==> config.mk <==
export PLATFORM = sky130hd
export DESIGN_NAME = flag_overlay_alpha_compositor_flat
export DESIGN_NICKNAME = d
export VERILOG_FILES = /design/src/hw/rtl/foac_pkg.sv /design/src/hw/rtl/foac_if.sv /design/src/hw/rtl/foac_seq.sv /design/src/hw/rtl/flag_overlay_alpha_compositor.sv /design/src/flat_wrapper.sv
export SDC_FILE = /design/constraint.sdc
export NUM_CORES = 2
export LEC_CHECK = 0
export BUFFER_PORTS_ARGS = -buffer_cell sky130_fd_sc_hd__buf_2
export CAP_MARGIN = 30
export CORE_AREA = 2 2 351 353
export DETAILED_ROUTE_END_ITERATION = 6
export DIE_AREA = 0 0 353 355
export PLACE_DENSITY = 0.41
export SYNTH_ARGS = -nofsm -noshare
export SYNTH_HDL_FRONTEND = slang
export SYNTH_SLANG_ARGS = --single-unit
==> constraint.sdc <==
create_clock -name clk -period 12.6 [get_ports clk]
set_clock_uncertainty 0.1 [all_clocks]
set_input_delay 2.52 -clock clk [delete_from_list [all_inputs] [get_ports clk]]
set_output_delay 2.52 -clock clk [all_outputs]
set_load 0.01 [all_outputs]
==> src/hw/rtl/foac_pkg.sv <==
// ----------------------------------------------------------------------------
// foac_pkg
// Shared types, constants and color tables of the flag overlay compositor.
// ----------------------------------------------------------------------------
package foac_pkg;

	localparam logic [10:0] GRID_MAX = 11'd1024;

	typedef struct packed {
		logic [7:0] r;
		logic [7:0] g;
		logic [7:0] b;
		logic [7:0] a;
	} rgba_t;

	typedef enum logic [1:0] {
		R_VALUE_MASK,
		R_USAGE_MASK,
		R_VALUE_WIDTH,
		R_GRID_SIZE
	} reg_t;

	typedef enum logic [2:0] {
		U_WAIT,
		U_CHECK,
		U_NOP,
		U_BCLR,
		U_REM,
		U_MIX,
		U_EMIT
	} uop_t;

	typedef enum logic [2:0] {
		C_NONE,
		C_NO_BEAT,
		C_EMPTY,
		C_VMISS,
		C_UMISS,
		C_BIT_SET,
		C_OUT_BUSY
	} cond_t;

	typedef logic [3:0] step_t;

	typedef struct packed {
		uop_t  op;
		logic  usage_sel;
		cond_t cond;
		step_t jump;
		logic  loop;
		step_t loop_to;
		step_t next;
	} uword_t;

	typedef struct packed {
		uop_t op;
		logic usage_sel;
	} ctrl_t;

	typedef struct packed {
		logic no_beat;
		logic empty;
		logic vmiss;
		logic umiss;
		logic bit_set;
		logic last_bit;
		logic out_busy;
	} flags_t;

	function automatic rgba_t value_color(input logic [2:0] b);
		rgba_t c;
		case (b)
			3'd0, 3'd5: c = '{8'd178, 8'd235, 8'd255, 8'd120};
			3'd1, 3'd6: c = '{8'd36, 8'd106, 8'd111, 8'd171};
			3'd2, 3'd7: c = '{8'd83, 8'd49, 8'd255, 8'd143};
			3'd3:       c = '{8'd229, 8'd165, 8'd1, 8'd173};
			3'd4:       c = '{8'd243, 8'd255, 8'd0, 8'd153};
			default:    c = '{8'd178, 8'd235, 8'd255, 8'd120};
		endcase
		return c;
	endfunction

	function automatic rgba_t usage_color(input logic [3:0] b);
		rgba_t c;
		case (b)
			4'd0, 4'd15: c = '{8'd197, 8'd0, 8'd0, 8'd148};
			4'd1:        c = '{8'd77, 8'd77, 8'd77, 8'd120};
			4'd2:        c = '{8'd83, 8'd160, 8'd168, 8'd156};
			4'd3:        c = '{8'd66, 8'd203, 8'd75, 8'd140};
			4'd4:        c = '{8'd207, 8'd34, 8'd152, 8'd128};
			4'd5:        c = '{8'd97, 8'd75, 8'd50, 8'd194};
			4'd6:        c = '{8'd28, 8'd103, 8'd168, 8'd179};
			4'd7:        c = '{8'd208, 8'd208, 8'd38, 8'd196};
			4'd8:        c = '{8'd190, 8'd147, 8'd62, 8'd207};
			4'd9:        c = '{8'd106, 8'd51, 8'd97, 8'd189};
			4'd10:       c = '{8'd101, 8'd197, 8'd186, 8'd204};
			4'd11:       c = '{8'd33, 8'd78, 8'd83, 8'd120};
			4'd12:       c = '{8'd55, 8'd95, 8'd239, 8'd100};
			4'd13:       c = '{8'd190, 8'd80, 8'd179, 8'd156};
			4'd14:       c = '{8'd224, 8'd255, 8'd69, 8'd115};
			default:     c = '{8'd197, 8'd0, 8'd0, 8'd148};
		endcase
		return c;
	endfunction

endpackage

==> src/hw/rtl/foac_if.sv <==
// ----------------------------------------------------------------------------
// foac_if
// Valid/ready channels of the compositor: map cell in, pixel out.
// ----------------------------------------------------------------------------
interface foac_cell_if;
	logic        valid;
	logic        ready;
	logic [9:0]  x_pos;
	logic [9:0]  y_pos;
	logic [31:0] value_word;
	logic [4:0]  value_bit_offset;
	logic [31:0] usage_flags;

	modport source (
		output valid, x_pos, y_pos, value_word, value_bit_offset, usage_flags,
		input  ready
	);
	modport sink (
		input  valid, x_pos, y_pos, value_word, value_bit_offset, usage_flags,
		output ready
	);
endinterface

interface foac_pix_if;
	logic        valid;
	logic        ready;
	logic [19:0] pixel_index;
	logic [7:0]  red;
	logic [7:0]  green;
	logic [7:0]  blue;
	logic [7:0]  alpha;

	modport source (
		output valid, pixel_index, red, green, blue, alpha,
		input  ready
	);
	modport sink (
		input  valid, pixel_index, red, green, blue, alpha,
		output ready
	);
endinterface

==> src/hw/rtl/foac_seq.sv <==
// ----------------------------------------------------------------------------
// foac_seq
// Step counter and control store: one control word per step, with a
// conditional jump and a bit loop per word.
// ----------------------------------------------------------------------------
module foac_seq (
	input  logic            clk,
	input  logic            arst_n,
	input  foac_pkg::flags_t flags,
	output foac_pkg::ctrl_t  ctrl
);

	localparam foac_pkg::step_t S_WAIT  = 4'd0;
	localparam foac_pkg::step_t S_CHECK = 4'd1;
	localparam foac_pkg::step_t S_VTEST = 4'd2;
	localparam foac_pkg::step_t S_VREM  = 4'd3;
	localparam foac_pkg::step_t S_VMIX  = 4'd4;
	localparam foac_pkg::step_t S_UTEST = 4'd5;
	localparam foac_pkg::step_t S_UREM  = 4'd6;
	localparam foac_pkg::step_t S_UMIX  = 4'd7;
	localparam foac_pkg::step_t S_EMIT  = 4'd8;

	function automatic foac_pkg::uword_t ucode(input foac_pkg::step_t s);
		foac_pkg::uword_t w;
		case (s)
			S_WAIT:  w = '{foac_pkg::U_WAIT, 1'b0, foac_pkg::C_NO_BEAT, S_WAIT,
				1'b0, S_WAIT, S_CHECK};
			S_CHECK: w = '{foac_pkg::U_CHECK, 1'b0, foac_pkg::C_EMPTY, S_WAIT,
				1'b0, S_WAIT, S_VTEST};
			S_VTEST: w = '{foac_pkg::U_NOP, 1'b0, foac_pkg::C_VMISS, S_UTEST,
				1'b0, S_WAIT, S_VREM};
			S_VREM:  w = '{foac_pkg::U_REM, 1'b0, foac_pkg::C_BIT_SET, S_VMIX,
				1'b1, S_VREM, S_UTEST};
			S_VMIX:  w = '{foac_pkg::U_MIX, 1'b0, foac_pkg::C_NONE, S_WAIT,
				1'b1, S_VREM, S_UTEST};
			S_UTEST: w = '{foac_pkg::U_BCLR, 1'b1, foac_pkg::C_UMISS, S_EMIT,
				1'b0, S_WAIT, S_UREM};
			S_UREM:  w = '{foac_pkg::U_REM, 1'b1, foac_pkg::C_BIT_SET, S_UMIX,
				1'b1, S_UREM, S_EMIT};
			S_UMIX:  w = '{foac_pkg::U_MIX, 1'b1, foac_pkg::C_NONE, S_WAIT,
				1'b1, S_UREM, S_EMIT};
			S_EMIT:  w = '{foac_pkg::U_EMIT, 1'b0, foac_pkg::C_OUT_BUSY, S_EMIT,
				1'b0, S_WAIT, S_WAIT};
			default: w = '{foac_pkg::U_WAIT, 1'b0, foac_pkg::C_NONE, S_WAIT,
				1'b0, S_WAIT, S_WAIT};
		endcase
		return w;
	endfunction

	foac_pkg::step_t  step_q;
	foac_pkg::step_t  step_d;
	foac_pkg::uword_t uw;
	logic             hit;

	always_ff @(posedge clk or negedge arst_n) begin
		if (!arst_n) begin
			step_q <= S_WAIT;
		end else begin
			step_q <= step_d;
		end
	end

	always_comb begin
		uw = ucode(step_q);
		case (uw.cond)
			foac_pkg::C_NO_BEAT:  hit = flags.no_beat;
			foac_pkg::C_EMPTY:    hit = flags.empty;
			foac_pkg::C_VMISS:    hit = flags.vmiss;
			foac_pkg::C_UMISS:    hit = flags.umiss;
			foac_pkg::C_BIT_SET:  hit = flags.bit_set;
			foac_pkg::C_OUT_BUSY: hit = flags.out_busy;
			default:              hit = 1'b0;
		endcase
		if (hit) begin
			step_d = uw.jump;
		end else if (uw.loop && !flags.last_bit) begin
			step_d = uw.loop_to;
		end else begin
			step_d = uw.next;
		end
		ctrl.op        = uw.op;
		ctrl.usage_sel = uw.usage_sel;
	end

endmodule

==> src/hw/rtl/flag_overlay_alpha_compositor.sv <==
// ----------------------------------------------------------------------------
// flag_overlay_alpha_compositor
// Blends fixed flag colors over a kept working color for each map cell and
// emits the pixel index with the composited RGBA.
// ----------------------------------------------------------------------------
// One cell at a time. A cell whose value field and usage flags are both zero
// gives no pixel. Any other cell passes the check and test steps, walks the
// value flag bits when the value field passes value_mask and the usage flag
// bits when the usage flags pass usage_mask, blends each set flag bit, and
// the emit step holds while the previous pixel is still unread. The step
// sequencer runs one control word per cycle
// and walks the flag bits one per step, each blend taking a remainder step
// and a mix step built on 8x8 products. A finished pixel waits in the output
// register while the next cell is taken.
// ----------------------------------------------------------------------------
module flag_overlay_alpha_compositor (
	input  logic              clk,
	input  logic              arst_n,
	input  logic              cfg_we,
	input  logic [1:0]        cfg_index,
	input  logic [31:0]       cfg_data,
	foac_cell_if.sink         tile,
	foac_pix_if.source        pix
);

	logic [31:0]        vmask_q;
	logic [31:0]        umask_q;
	logic [4:0]         vwidth_q;
	logic [10:0]        gsize_q;

	logic [31:0]        field_q;
	logic [31:0]        usage_q;
	logic [19:0]        idx_q;
	foac_pkg::rgba_t    wc_q;
	logic [3:0]         bit_q;
	logic [7:0]         rem_q;
	foac_pkg::rgba_t    src_q;
	logic [15:0]        prem_r_q;
	logic [15:0]        prem_g_q;
	logic [15:0]        prem_b_q;

	logic               pix_valid_q;
	logic [19:0]        pix_index_q;
	foac_pkg::rgba_t    pix_color_q;

	foac_pkg::ctrl_t    ctrl;
	foac_pkg::flags_t   flags;

	logic               accept;
	logic [31:0]        shl;
	logic [31:0]        field_c;
	logic [10:0]        gsat;
	logic [20:0]        idx_full;
	foac_pkg::rgba_t    src_c;
	logic [15:0]        rem_full;
	logic [16:0]        mix_r;
	logic [16:0]        mix_g;
	logic [16:0]        mix_b;
	logic               copy;
	logic [7:0]         field_lo;
	logic [15:0]        usage_lo;

	foac_seq u_seq (
		.clk    (clk),
		.arst_n (arst_n),
		.flags  (flags),
		.ctrl   (ctrl)
	);

	assign tile.ready = (ctrl.op == foac_pkg::U_WAIT);
	assign accept     = tile.valid && tile.ready;

	assign shl      = tile.value_word << tile.value_bit_offset;
	assign field_c  = shl >> (6'd32 - {1'b0, vwidth_q});
	assign gsat     = (gsize_q > foac_pkg::GRID_MAX) ? foac_pkg::GRID_MAX : gsize_q;
	assign idx_full = 21'(tile.y_pos) * 21'(gsat) + 21'(tile.x_pos);

	assign src_c = ctrl.usage_sel ? foac_pkg::usage_color(bit_q)
		: foac_pkg::value_color(bit_q[2:0]);
	assign rem_full = 16'(wc_q.a) * 16'(8'd255 - src_c.a);

	assign mix_r = 17'(prem_r_q) + 17'(16'(wc_q.r) * 16'(rem_q));
	assign mix_g = 17'(prem_g_q) + 17'(16'(wc_q.g) * 16'(rem_q));
	assign mix_b = 17'(prem_b_q) + 17'(16'(wc_q.b) * 16'(rem_q));
	assign copy  = (wc_q.a == 8'd0) || (src_q.a == 8'd255);

	assign field_lo = field_q[7:0];
	assign usage_lo = usage_q[15:0];

	always_comb begin
		flags.no_beat  = !tile.valid;
		flags.empty    = (field_q == 32'd0) && (usage_q == 32'd0);
		flags.vmiss    = (field_q & vmask_q) == 32'd0;
		flags.umiss    = (usage_q & umask_q) == 32'd0;
		flags.bit_set  = ctrl.usage_sel ? usage_lo[bit_q] : field_lo[bit_q[2:0]];
		flags.last_bit = ctrl.usage_sel ? (bit_q == 4'd15) : (bit_q[2:0] == 3'd7);
		flags.out_busy = pix_valid_q && !pix.ready;
	end

	always_ff @(posedge clk or negedge arst_n) begin
		if (!arst_n) begin
			vmask_q  <= 32'hFFFF_FFFF;
			umask_q  <= 32'hFFFF_FFFF;
			vwidth_q <= 5'd8;
			gsize_q  <= 11'd1024;
		end else if (cfg_we) begin
			case (foac_pkg::reg_t'(cfg_index))
				foac_pkg::R_VALUE_MASK:  vmask_q  <= cfg_data;
				foac_pkg::R_USAGE_MASK:  umask_q  <= cfg_data;
				foac_pkg::R_VALUE_WIDTH: vwidth_q <= cfg_data[4:0];
				foac_pkg::R_GRID_SIZE:   gsize_q  <= cfg_data[10:0];
				default: ;
			endcase
		end
	end

	always_ff @(posedge clk) begin
		if (accept) begin
			field_q <= field_c;
			usage_q <= tile.usage_flags;
			idx_q   <= idx_full[19:0];
		end
		if (ctrl.op == foac_pkg::U_REM && flags.bit_set) begin
			rem_q    <= rem_full[15:8];
			src_q    <= src_c;
			prem_r_q <= 16'(src_c.r) * 16'(src_c.a);
			prem_g_q <= 16'(src_c.g) * 16'(src_c.a);
			prem_b_q <= 16'(src_c.b) * 16'(src_c.a);
		end
		if (ctrl.op == foac_pkg::U_EMIT && !flags.out_busy) begin
			pix_index_q <= idx_q;
			pix_color_q <= wc_q;
		end
	end

	always_ff @(posedge clk or negedge arst_n) begin
		if (!arst_n) begin
			wc_q        <= '0;
			bit_q       <= 4'd0;
			pix_valid_q <= 1'b0;
		end else begin
			case (ctrl.op)
				foac_pkg::U_CHECK: begin
					bit_q <= 4'd0;
					if (!flags.empty) begin
						wc_q.a <= 8'd0;
					end
				end
				foac_pkg::U_BCLR: begin
					bit_q <= 4'd0;
				end
				foac_pkg::U_REM: begin
					if (!flags.bit_set) begin
						bit_q <= bit_q + 4'd1;
					end
				end
				foac_pkg::U_MIX: begin
					bit_q <= bit_q + 4'd1;
					if (copy) begin
						wc_q <= src_q;
					end else begin
						wc_q.r <= mix_r[15:8];
						wc_q.g <= mix_g[15:8];
						wc_q.b <= mix_b[15:8];
						wc_q.a <= src_q.a;
					end
				end
				default: ;
			endcase
			if (ctrl.op == foac_pkg::U_EMIT && !flags.out_busy) begin
				pix_valid_q <= 1'b1;
			end else if (pix.ready) begin
				pix_valid_q <= 1'b0;
			end
		end
	end

	assign pix.valid       = pix_valid_q;
	assign pix.pixel_index = pix_index_q;
	assign pix.red         = pix_color_q.r;
	assign pix.green       = pix_color_q.g;
	assign pix.blue        = pix_color_q.b;
	assign pix.alpha       = pix_color_q.a;

`ifndef NO_ASSERTIONS
	a_accept_to_check: assert property (@(posedge clk) disable iff (!arst_n)
		accept |=> ctrl.op == foac_pkg::U_CHECK)
		else $error("cell beat not followed by check step");

	a_emit_valid: assert property (@(posedge clk) disable iff (!arst_n)
		(ctrl.op == foac_pkg::U_EMIT && !flags.out_busy) |=> pix_valid_q)
		else $error("emit step did not load output register");

	a_alpha_clear: assert property (@(posedge clk) disable iff (!arst_n)
		(ctrl.op == foac_pkg::U_CHECK && !flags.empty) |=> wc_q.a == 8'd0)
		else $error("working alpha not cleared for drawn cell");

	a_value_bit_range: assert property (@(posedge clk) disable iff (!arst_n)
		(ctrl.op == foac_pkg::U_CHECK) |=> bit_q == 4'd0)
		else $error("bit counter not cleared at cell start");
`endif

endmodule

==> src/flat_wrapper.sv <==
// flat-port wrapper written by rule: the top's interface ports become plain ports
module flag_overlay_alpha_compositor_flat 
  (clk, arst_n, cfg_we, cfg_index, cfg_data, tile_valid, tile_x_pos, tile_y_pos, tile_value_word, tile_value_bit_offset, tile_usage_flags, tile_ready, pix_valid, pix_pixel_index, pix_red, pix_green, pix_blue, pix_alpha, pix_ready);
  foac_cell_if tile_i ();
  foac_pix_if pix_i ();
  input  logic clk;
  input  logic arst_n;
  input  logic cfg_we;
  input  logic [1:0] cfg_index;
  input  logic [31:0] cfg_data;
  input wire logic [$bits(tile_i.valid)-1:0] tile_valid;
  input wire logic [$bits(tile_i.x_pos)-1:0] tile_x_pos;
  input wire logic [$bits(tile_i.y_pos)-1:0] tile_y_pos;
  input wire logic [$bits(tile_i.value_word)-1:0] tile_value_word;
  input wire logic [$bits(tile_i.value_bit_offset)-1:0] tile_value_bit_offset;
  input wire logic [$bits(tile_i.usage_flags)-1:0] tile_usage_flags;
  output wire logic [$bits(tile_i.ready)-1:0] tile_ready;
  output wire logic [$bits(pix_i.valid)-1:0] pix_valid;
  output wire logic [$bits(pix_i.pixel_index)-1:0] pix_pixel_index;
  output wire logic [$bits(pix_i.red)-1:0] pix_red;
  output wire logic [$bits(pix_i.green)-1:0] pix_green;
  output wire logic [$bits(pix_i.blue)-1:0] pix_blue;
  output wire logic [$bits(pix_i.alpha)-1:0] pix_alpha;
  input wire logic [$bits(pix_i.ready)-1:0] pix_ready;
  assign tile_i.valid = tile_valid;
  assign tile_i.x_pos = tile_x_pos;
  assign tile_i.y_pos = tile_y_pos;
  assign tile_i.value_word = tile_value_word;
  assign tile_i.value_bit_offset = tile_value_bit_offset;
  assign tile_i.usage_flags = tile_usage_flags;
  assign tile_ready = tile_i.ready;
  assign pix_valid = pix_i.valid;
  assign pix_pixel_index = pix_i.pixel_index;
  assign pix_red = pix_i.red;
  assign pix_green = pix_i.green;
  assign pix_blue = pix_i.blue;
  assign pix_alpha = pix_i.alpha;
  assign pix_i.ready = pix_ready;
  flag_overlay_alpha_compositor u_core (.clk(clk), .arst_n(arst_n), .cfg_we(cfg_we), .cfg_index(cfg_index), .cfg_data(cfg_data), .tile(tile_i), .pix(pix_i));
endmodule
== After elaboration in Yosys (flattened, before gate mapping) ==
Memory sizes are Yosys's and may differ from the RTL's.
Index checks and enable logic that the tools add are counted.

* Bits in registers: 345
* ROM bits: 1048
* Bits of input ports: 128
* Logic and storage cells: 117
* Memories: 3

* Add/sub/neg operators: 7
* $mul: 8
* $lt $le $gt $ge: 3
* Equal/unequal tests: 19
* Shift operators: 2
* Muxes and demuxes: 18
* Bitwise operators: 2
* Reduce and logical (&&, ||, !) cells: 28

{| class="wikitable"
|+ Memories
! memory !! depth !! bits a word !! rd ports !! clocked after memory_dff !! wr ports !! RTL line !! source
|-
| (no name shown) || 16 || 32 || 1 || 0 || 0 || foac_pkg.sv:85 || <nowiki>case (b)</nowiki>
|-
| (no name shown) || 16 || 19 || 1 || 0 || 0 || foac_seq.sv:25 || <nowiki>case (s)</nowiki>
|-
| (no name shown) || 8 || 29 || 1 || 0 || 0 || foac_pkg.sv:72 || <nowiki>case (b)</nowiki>
|}

{| class="wikitable"
|+ Operators with widths
! kind !! count
|-
| $logic_not A32 Y1 || 4
|-
| $mul A8 B8 Y16 || 6
|-
| $and A32 B32 Y32 || 2
|-
| $mux W32 || 2
|-
| $add A16 B16 Y16 || 3
|-
| $shl A32 B5 Y32 || 1
|-
| $shr A32 B6 Y32 || 1
|-
| $eq A3 B3 Y1 const B || 7
|-
| $add A20 B10 Y20 || 1
|-
| $mul A10 B11 Y20 || 1
|-
| $mul A8 B16 Y16 || 1
|-
| $pmux W8 S2 || 1
|-
| $mux W4 || 3
|-
| $pmux W4 S3 || 1
|-
| $reduce_and A2 Y1 || 6
|-
| $gt A11 B11 Y1 const B || 1
|-
| $mux W11 || 1
|-
| $eq A3 B2 Y1 const B || 3
|-
| $sub A8 B8 Y9 const A || 1
|-
| $eq A8 B8 Y1 const B || 1
|-
| $logic_not A8 Y1 || 1
|-
| $mux W8 || 1
|-
| $eq A3 B1 Y1 const B || 2
|-
| $logic_and A1 B1 Y1 || 6
|-
| 19 further kinds || 30
|}

== Longest topological paths before layout ==
* Depth in word-level cells: 6
* Mapped depth: 30
* Depth with buffers taken out: 27

== By module ==
From an unflattened synthesis, not the netlist that was laid out.

* Cells, all modules: 3669
* Area, all modules: 36525.0 µm²

{| class="wikitable"
|+ Modules (own cells, without submodules)
! module !! instances !! cells an instance !! area each (µm²) !! sequential area each (µm²)
|-
| flag_overlay_alpha_compositor || 1 || 3608 || 36002.0 || 9736.8
|-
| foac_seq || 1 || 61 || 523.0 || 100.1
|}

== Worst setup path after synthesis ==
OpenSTA, ideal clock, no wires.

* Kind: flip-flop to flip-flop
* Start: register u_core.bit_q[1]
* End: register u_core.prem_b_q[0] (enable)
* Library setup time: 0.750 ns
* Data arrival time: 9.674 ns
* Setup slack: 2.076 ns
* Cell stages (with the launch flop): 6
* Buffers on the path: 1
* Period minus slack after synthesis: 10.524 ns
* Cells stage by stage: dfrtp_1 > clkbuf_1 > clkinv_1 > mux4_2 > a21oi_2 > nor4_1

* Word-level cells in the longest chain between the ends: 4

{| class="wikitable"
|+ RTL lines
! item !! RTL line !! source
|-
| from (decl) || flag_overlay_alpha_compositor.sv:35 || <nowiki>logic [3:0] bit_q;</nowiki>
|-
| from (signal assigned) || flag_overlay_alpha_compositor.sv:154 || <nowiki>bit_q <= bit_q + 4'd1;</nowiki>
|-
| from (signal assigned) || flag_overlay_alpha_compositor.sv:158 || <nowiki>bit_q <= bit_q + 4'd1;</nowiki>
|-
| $bmux W1 S4 / $bmux W1 S3 (equally long branches) || flag_overlay_alpha_compositor.sv:95 || <nowiki>flags.bit_set = ctrl.usage_sel ? usage_lo[bit_q] : field_lo[bit_q[2:0]];</nowiki>
|-
| $mux W1 (not written as such) || flag_overlay_alpha_compositor.sv:95 ||
|-
| $mux W1 * || flag_overlay_alpha_compositor.sv:95 ||
|-
| $logic_and A1 B1 Y1 * || flag_overlay_alpha_compositor.sv:123 || <nowiki>if (ctrl.op == foac_pkg::U_REM && flags.bit_set) begin</nowiki>
|-
| to (signal assigned) || flag_overlay_alpha_compositor.sv:128 || <nowiki>prem_b_q <= 16'(src_c.b) * 16'(src_c.a);</nowiki>
|-
| to (decl) || flag_overlay_alpha_compositor.sv:40 || <nowiki>logic [15:0] prem_b_q;</nowiki>
|}

Mark *: on every way between the ends. The rest lies on a longest branch, timed or not. The select of a mux whose other input is x is not followed.
A chain may end at the register's enable or synchronous reset.

== Final worst setup path ==
* Start: register u_core.u_seq.step_q[2]
* End: register u_core.prem_r_q[15] (data pin)

* Word-level cells in the longest chain between the ends: 3

{| class="wikitable"
|+ RTL lines
! item !! RTL line !! source
|-
| from (decl) || foac_seq.sv:50 || <nowiki>foac_pkg::step_t step_q;</nowiki>
|-
| from (signal assigned) || foac_seq.sv:59 || <nowiki>step_q <= step_d;</nowiki>
|-
| $mem_v2 Z16 W19 || -- ||
|-
| $mux W32 || flag_overlay_alpha_compositor.sv:78 || <nowiki>assign src_c = ctrl.usage_sel ? foac_pkg::usage_color(bit_q)</nowiki>
|-
| $mul A8 B8 Y16 || flag_overlay_alpha_compositor.sv:126 || <nowiki>prem_r_q <= 16'(src_c.r) * 16'(src_c.a);</nowiki>
|-
| to (signal assigned) || flag_overlay_alpha_compositor.sv:126 ||
|-
| to (decl) || flag_overlay_alpha_compositor.sv:38 || <nowiki>logic [15:0] prem_r_q;</nowiki>
|}

Every way passes these cells.

==> metrics list <==
* Part of the Yosys area used for sequential elements: 27.1%
- Yosys top cell by area: sky130_fd_sc_hd__fa_1
- The first global-routing pass estimated 167 mm of wire.
* Proportion of register bits with asynchronous set or reset after synthesis: 35.1%
* DRC marker count from the first detailed-route iteration: 1440
* CP arrival: 7.80 ns
- Most common flop cell mapped by yosys: sky130_fd_sc_hd__edfxtp_1
- Placed wire-length estimate after detailed placement: 81.0 mm
- Delay of the slowest cell on the worst path: 0.88 ns
* Maximum clock insertion buffer count: 3
- Fraction of layout instances using a drive strength above 1: 15.0%
* Pre-Repair DR Iteration Count: 5
* CP cell instances: nor3b_4 -> buf_4 -> nor2_1 -> a21oi_1 -> o221a_2 -> inv_1 -> and2_1 -> fa_1 -> inv_1 -> fa_1 -> inv_1 -> fa_1 -> inv_1 -> fa_1 -> inv_1 -> ha_1 -> a21boi_0 -> o21ai_0 -> nand2b_1 -> a21o_1 -> a41o_1 -> o41ai_1 -> xnor2_1
* Number of cell rows: 128
- At the end of routability-driven placement, the weighted congestion stood at 0.822.
- Area delta synth->final: 11.6%
- Min-Delay Startpoint: u_core.idx_q[8]$_DFFE_PP_
- Final-report hold violation count: 0
- Final WL: 107 mm
* Number of instances in the synthesized netlist: 3671
* Combinational family with the most area after synthesis: adder cells
* Area inside the core boundary: 121000 sq um
- Minimum clock period after layout: 7.55 ns
- Transition at the pin with the smallest max-transition slack: 1.05 ns
* Clk sinks: 345
* Critical-path top delay cell: sky130_fd_sc_hd__dfrtp_1
- By instance count, the cell type seen most on the critical path is sky130_fd_sc_hd__inv_1.
* Max Cap Viol: 0
- STA puts the critical path data required time at 12.85 ns.
- During synthesis, Yosys emitted a total of 0 warnings.
- Worst-case headroom to the max-slew limit: 29.7%
- Worst-case hold path end point: u_core.pix.pixel_index[8]$_DFFE_PP_
- The worst setup path is of the reg2reg kind.
* Synth Register Bits: 345
* Reg-to-reg critical path endpoint: u_core.prem_r_q[15]$_DFFE_PP_
* Kind of start point of the critical path: flip-flop
* Cell area after technology mapping: 36300 sq um
- The number of different library cells used by synthesis comes to 88.
* Post-Synthesis Mean Instance Area: 9.89 sq um
- Share of synthesized cell area in full adder, half adder and majority cells: 30.8%
- Synth top area share: 20.3%
- TritonCTS built the clock tree.
- The final critical path takes up 59.9% of the cycle.
- The worst hold path was traced through 0 stages.
* Most instantiated library cell after synthesis: sky130_fd_sc_hd__inv_1
* WL/cell: 19.8 um
* Final TNS setup: 0 ns
- Via count of the first global-routing pass: 27300
- The worst hold path belongs to the class reg2reg.
- Simple-gate area share of the yosys netlist: 13.8%
- The die covers 125000 sq um.
* Total clock buffers created by CTS: 46
- Largest net degree at the start of global routing: 64
- Post-route antenna net violation count: 0
- Total GRT Usage: 17.2%
* Xor/xnor share of the synthesized area: 2.22%
* Number of flops mapped to enable cells by yosys: 224
- Count of port buffers added during placement: 181
* # hold bufs at CTS: 0
- Number of design rule violations left after detail routing: 0
- Number of cell instances on the worst register-to-register path: 23
- Max Freq: 0.132 GHz
* Resized Gates After CTS: 0
- Via/cell ratio: 4.84
- Once the floorplan was initialized, standard cells occupied 29.9% of the core.
- For the worst-skew pair, the clock arrives at the later sink with an insertion delay of 0.64 ns.
* Largest cells by area after synthesis: sky130_fd_sc_hd__fa_1 (20%), sky130_fd_sc_hd__edfxtp_1 (19%), sky130_fd_sc_hd__ha_1 (10%), sky130_fd_sc_hd__inv_1 (5.9%), sky130_fd_sc_hd__dfstp_2 (4.8%)
- The number of nets in the synthesized netlist is 4472.
- The count of final max-slew check failures was 0.
- The H-tree generated during clock tree synthesis spans 2 levels.
- In the synthesized netlist, the cells that appear most often are sky130_fd_sc_hd__inv_1 (572), sky130_fd_sc_hd__nand2_1 (437), sky130_fd_sc_hd__fa_1 (369), sky130_fd_sc_hd__ha_1 (304), sky130_fd_sc_hd__nor2_1 (229).
* Die X: 353 um
* Num ports: 182
- The root buffer cell chosen for the clock tree is sky130_fd_sc_hd__clkbuf_16.
- Setup repair after global routing left no endpoint under its margin.
* Critical path fanouts, max: 43
* Share of cell area taken by muxes after synthesis: 9.10%
* Final setup violation count: 0
- Via count: 26300
- The flow ran to the end, and the final reports show no timing, DRC or antenna violations.
- Worst reg-to-reg setup slack: 5.05 ns
* Number of antenna violations at the first check in global routing: 1
* Number of buffers inserted by post-CTS setup repair: 0
- # nets final: 4564
* Share of the synthesized area in compound gates (AO/OA/AOI/OAI): 8.88%
- Die Span Y: 355 um
* Element type at the critical path end: flip-flop
* Crit Reg-Reg Startpoint: u_core.u_seq.step_q[2]$_DFF_PN0_
- CTS clock-pin slew for the worst setup and hold paths: 0.06 ns
- For this run the aggregate overflow at the end of global routing stands at 0.
[critical path: cells and delay by family, from the launching register on]
kind	cells	cell delay [ns]
buffers and inverters	6	1.17
AO/OA/AOI/OAI	7	1.91
XOR/XNOR	1	0.10
flip-flops	1	0.88
adder cells (fa/ha/maj)	5	2.28
AND/OR/NAND/NOR	4	0.85
[worst max path at each step]
stage               slack [ns]                            end                        startpoint
floorplan                 2.08   u_core.prem_b_q[0]$_DFFE_PP_       u_core.bit_q[1]$_DFFE_PN0P_
global placement          4.48     u_core.idx_q[19]$_DFFE_PP_                     tile_y_pos[1]
detailed placement        4.48     u_core.idx_q[19]$_DFFE_PP_                     tile_y_pos[1]
CTS                       5.00      u_core.rem_q[7]$_DFFE_PP_       u_core.bit_q[1]$_DFFE_PN0P_
global route              4.44      u_core.rem_q[7]$_DFFE_PP_       u_core.bit_q[1]$_DFFE_PN0P_
finish                    5.05  u_core.prem_r_q[15]$_DFFE_PP_  u_core.u_seq.step_q[2]$_DFF_PN0_
[cells by family after synthesis]
| kind of cell | Yosys count |
|---|---|
| compound gates | 484 |
| xor+xnor | 92 |
| simple gates | 1074 |
| fa+ha+maj | 673 |
| flops | 345 |
| mux | 235 |
| buf+inv | 768 |
[through the flow]
stage	util (%)	cell area, sq um	setup WS [ns]	hold WS (ns)	instances
final	33.4	40500	5.05	0.316	5427
after global routing	33.4	40500	4.44	0.324	5426
after CTS	33.4	40500	5.00	0.314	5425
after global placement	32.1	38900	4.48	0.301	5339
after detailed placement	32.1	38900	4.48	0.305	5339
after floorplan	-	36300	2.08	0.300	3671
[placed cells by master (no fill, tap or decap), types with 18 or more instances in the layout]
master / Yosys / layout
sky130_fd_sc_hd__inv_1: 572 / 572
sky130_fd_sc_hd__nand2_1: 437 / 437
sky130_fd_sc_hd__fa_1: 369 / 369
sky130_fd_sc_hd__ha_1: 304 / 304
sky130_fd_sc_hd__nor2_1: 229 / 229
sky130_fd_sc_hd__edfxtp_1: 224 / 224
sky130_fd_sc_hd__and2_1: 193 / 192
sky130_fd_sc_hd__buf_2: 12 / 180
sky130_fd_sc_hd__a21oi_1: 119 / 118
sky130_fd_sc_hd__mux2_2: 110 / 110
sky130_fd_sc_hd__o21ai_0: 78 / 77
sky130_fd_sc_hd__dfstp_2: 66 / 66
sky130_fd_sc_hd__xnor2_1: 64 / 63
sky130_fd_sc_hd__mux2i_1: 58 / 58
sky130_fd_sc_hd__mux4_2: 58 / 58
sky130_fd_sc_hd__dfrtp_1: 55 / 55
sky130_fd_sc_hd__buf_4: 6 / 52
sky130_fd_sc_hd__nor3_1: 49 / 49
sky130_fd_sc_hd__clkbuf_16: 0 / 47
sky130_fd_sc_hd__nand3_1: 33 / 33
sky130_fd_sc_hd__nor2b_1: 33 / 32
sky130_fd_sc_hd__a31oi_1: 31 / 31
sky130_fd_sc_hd__xor2_1: 28 / 27
sky130_fd_sc_hd__nor4_1: 26 / 25
sky130_fd_sc_hd__a22oi_1: 24 / 24
sky130_fd_sc_hd__o21a_1: 22 / 22
sky130_fd_sc_hd__o22ai_1: 20 / 20
sky130_fd_sc_hd__a22o_1: 19 / 19
sky130_fd_sc_hd__o21ai_1: 18 / 18
sky130_fd_sc_hd__nand2b_1: 18 / 18
[sequential cells by signal, indices dropped and copies added (netlist names), 16 cells and up]
| name | flops |
|---|---|
| u_core.wc_q | 32 |
| u_core.umask_q | 32 |
| u_core.src_q | 32 |
| u_core.pix.pixel_index | 20 |
| u_core.prem_r_q | 16 |
| u_core.idx_q | 20 |
| u_core.prem_g_q | 16 |
| u_core.prem_b_q | 16 |
| u_core.vmask_q | 32 |
| u_core.usage_q | 32 |
| u_core.field_q | 32 |
[routing by layer]
| metal | global-route usage (%) | vias up | part of all wire (%) |
|---|---|---|---|
| met3 | 2.09 | 92 | 3.6 |
| li1 | - | 12400 | - |
| met5 | 0 | - | 0 |
| met4 | 3.80 | 0 | 2.0 |
| met1 | 23.6 | 13300 | 46 |
| met2 | 28.9 | 468 | 48 |
[cell type report]
cell class                 count  area, sq um
fill                       12700        80900
multi-input combinational   2558        23600
sequential                   345         9840
inverter                     579         2170
tap                         1625         2030
timing repair buffer         233         1300
clock buffer                  57         1220
clock inverter                29          383
antenna                        1         2.50
Power is not shown: default switching activity piles up to over one toggle a cycle in this logic, so the estimate is an artifact.
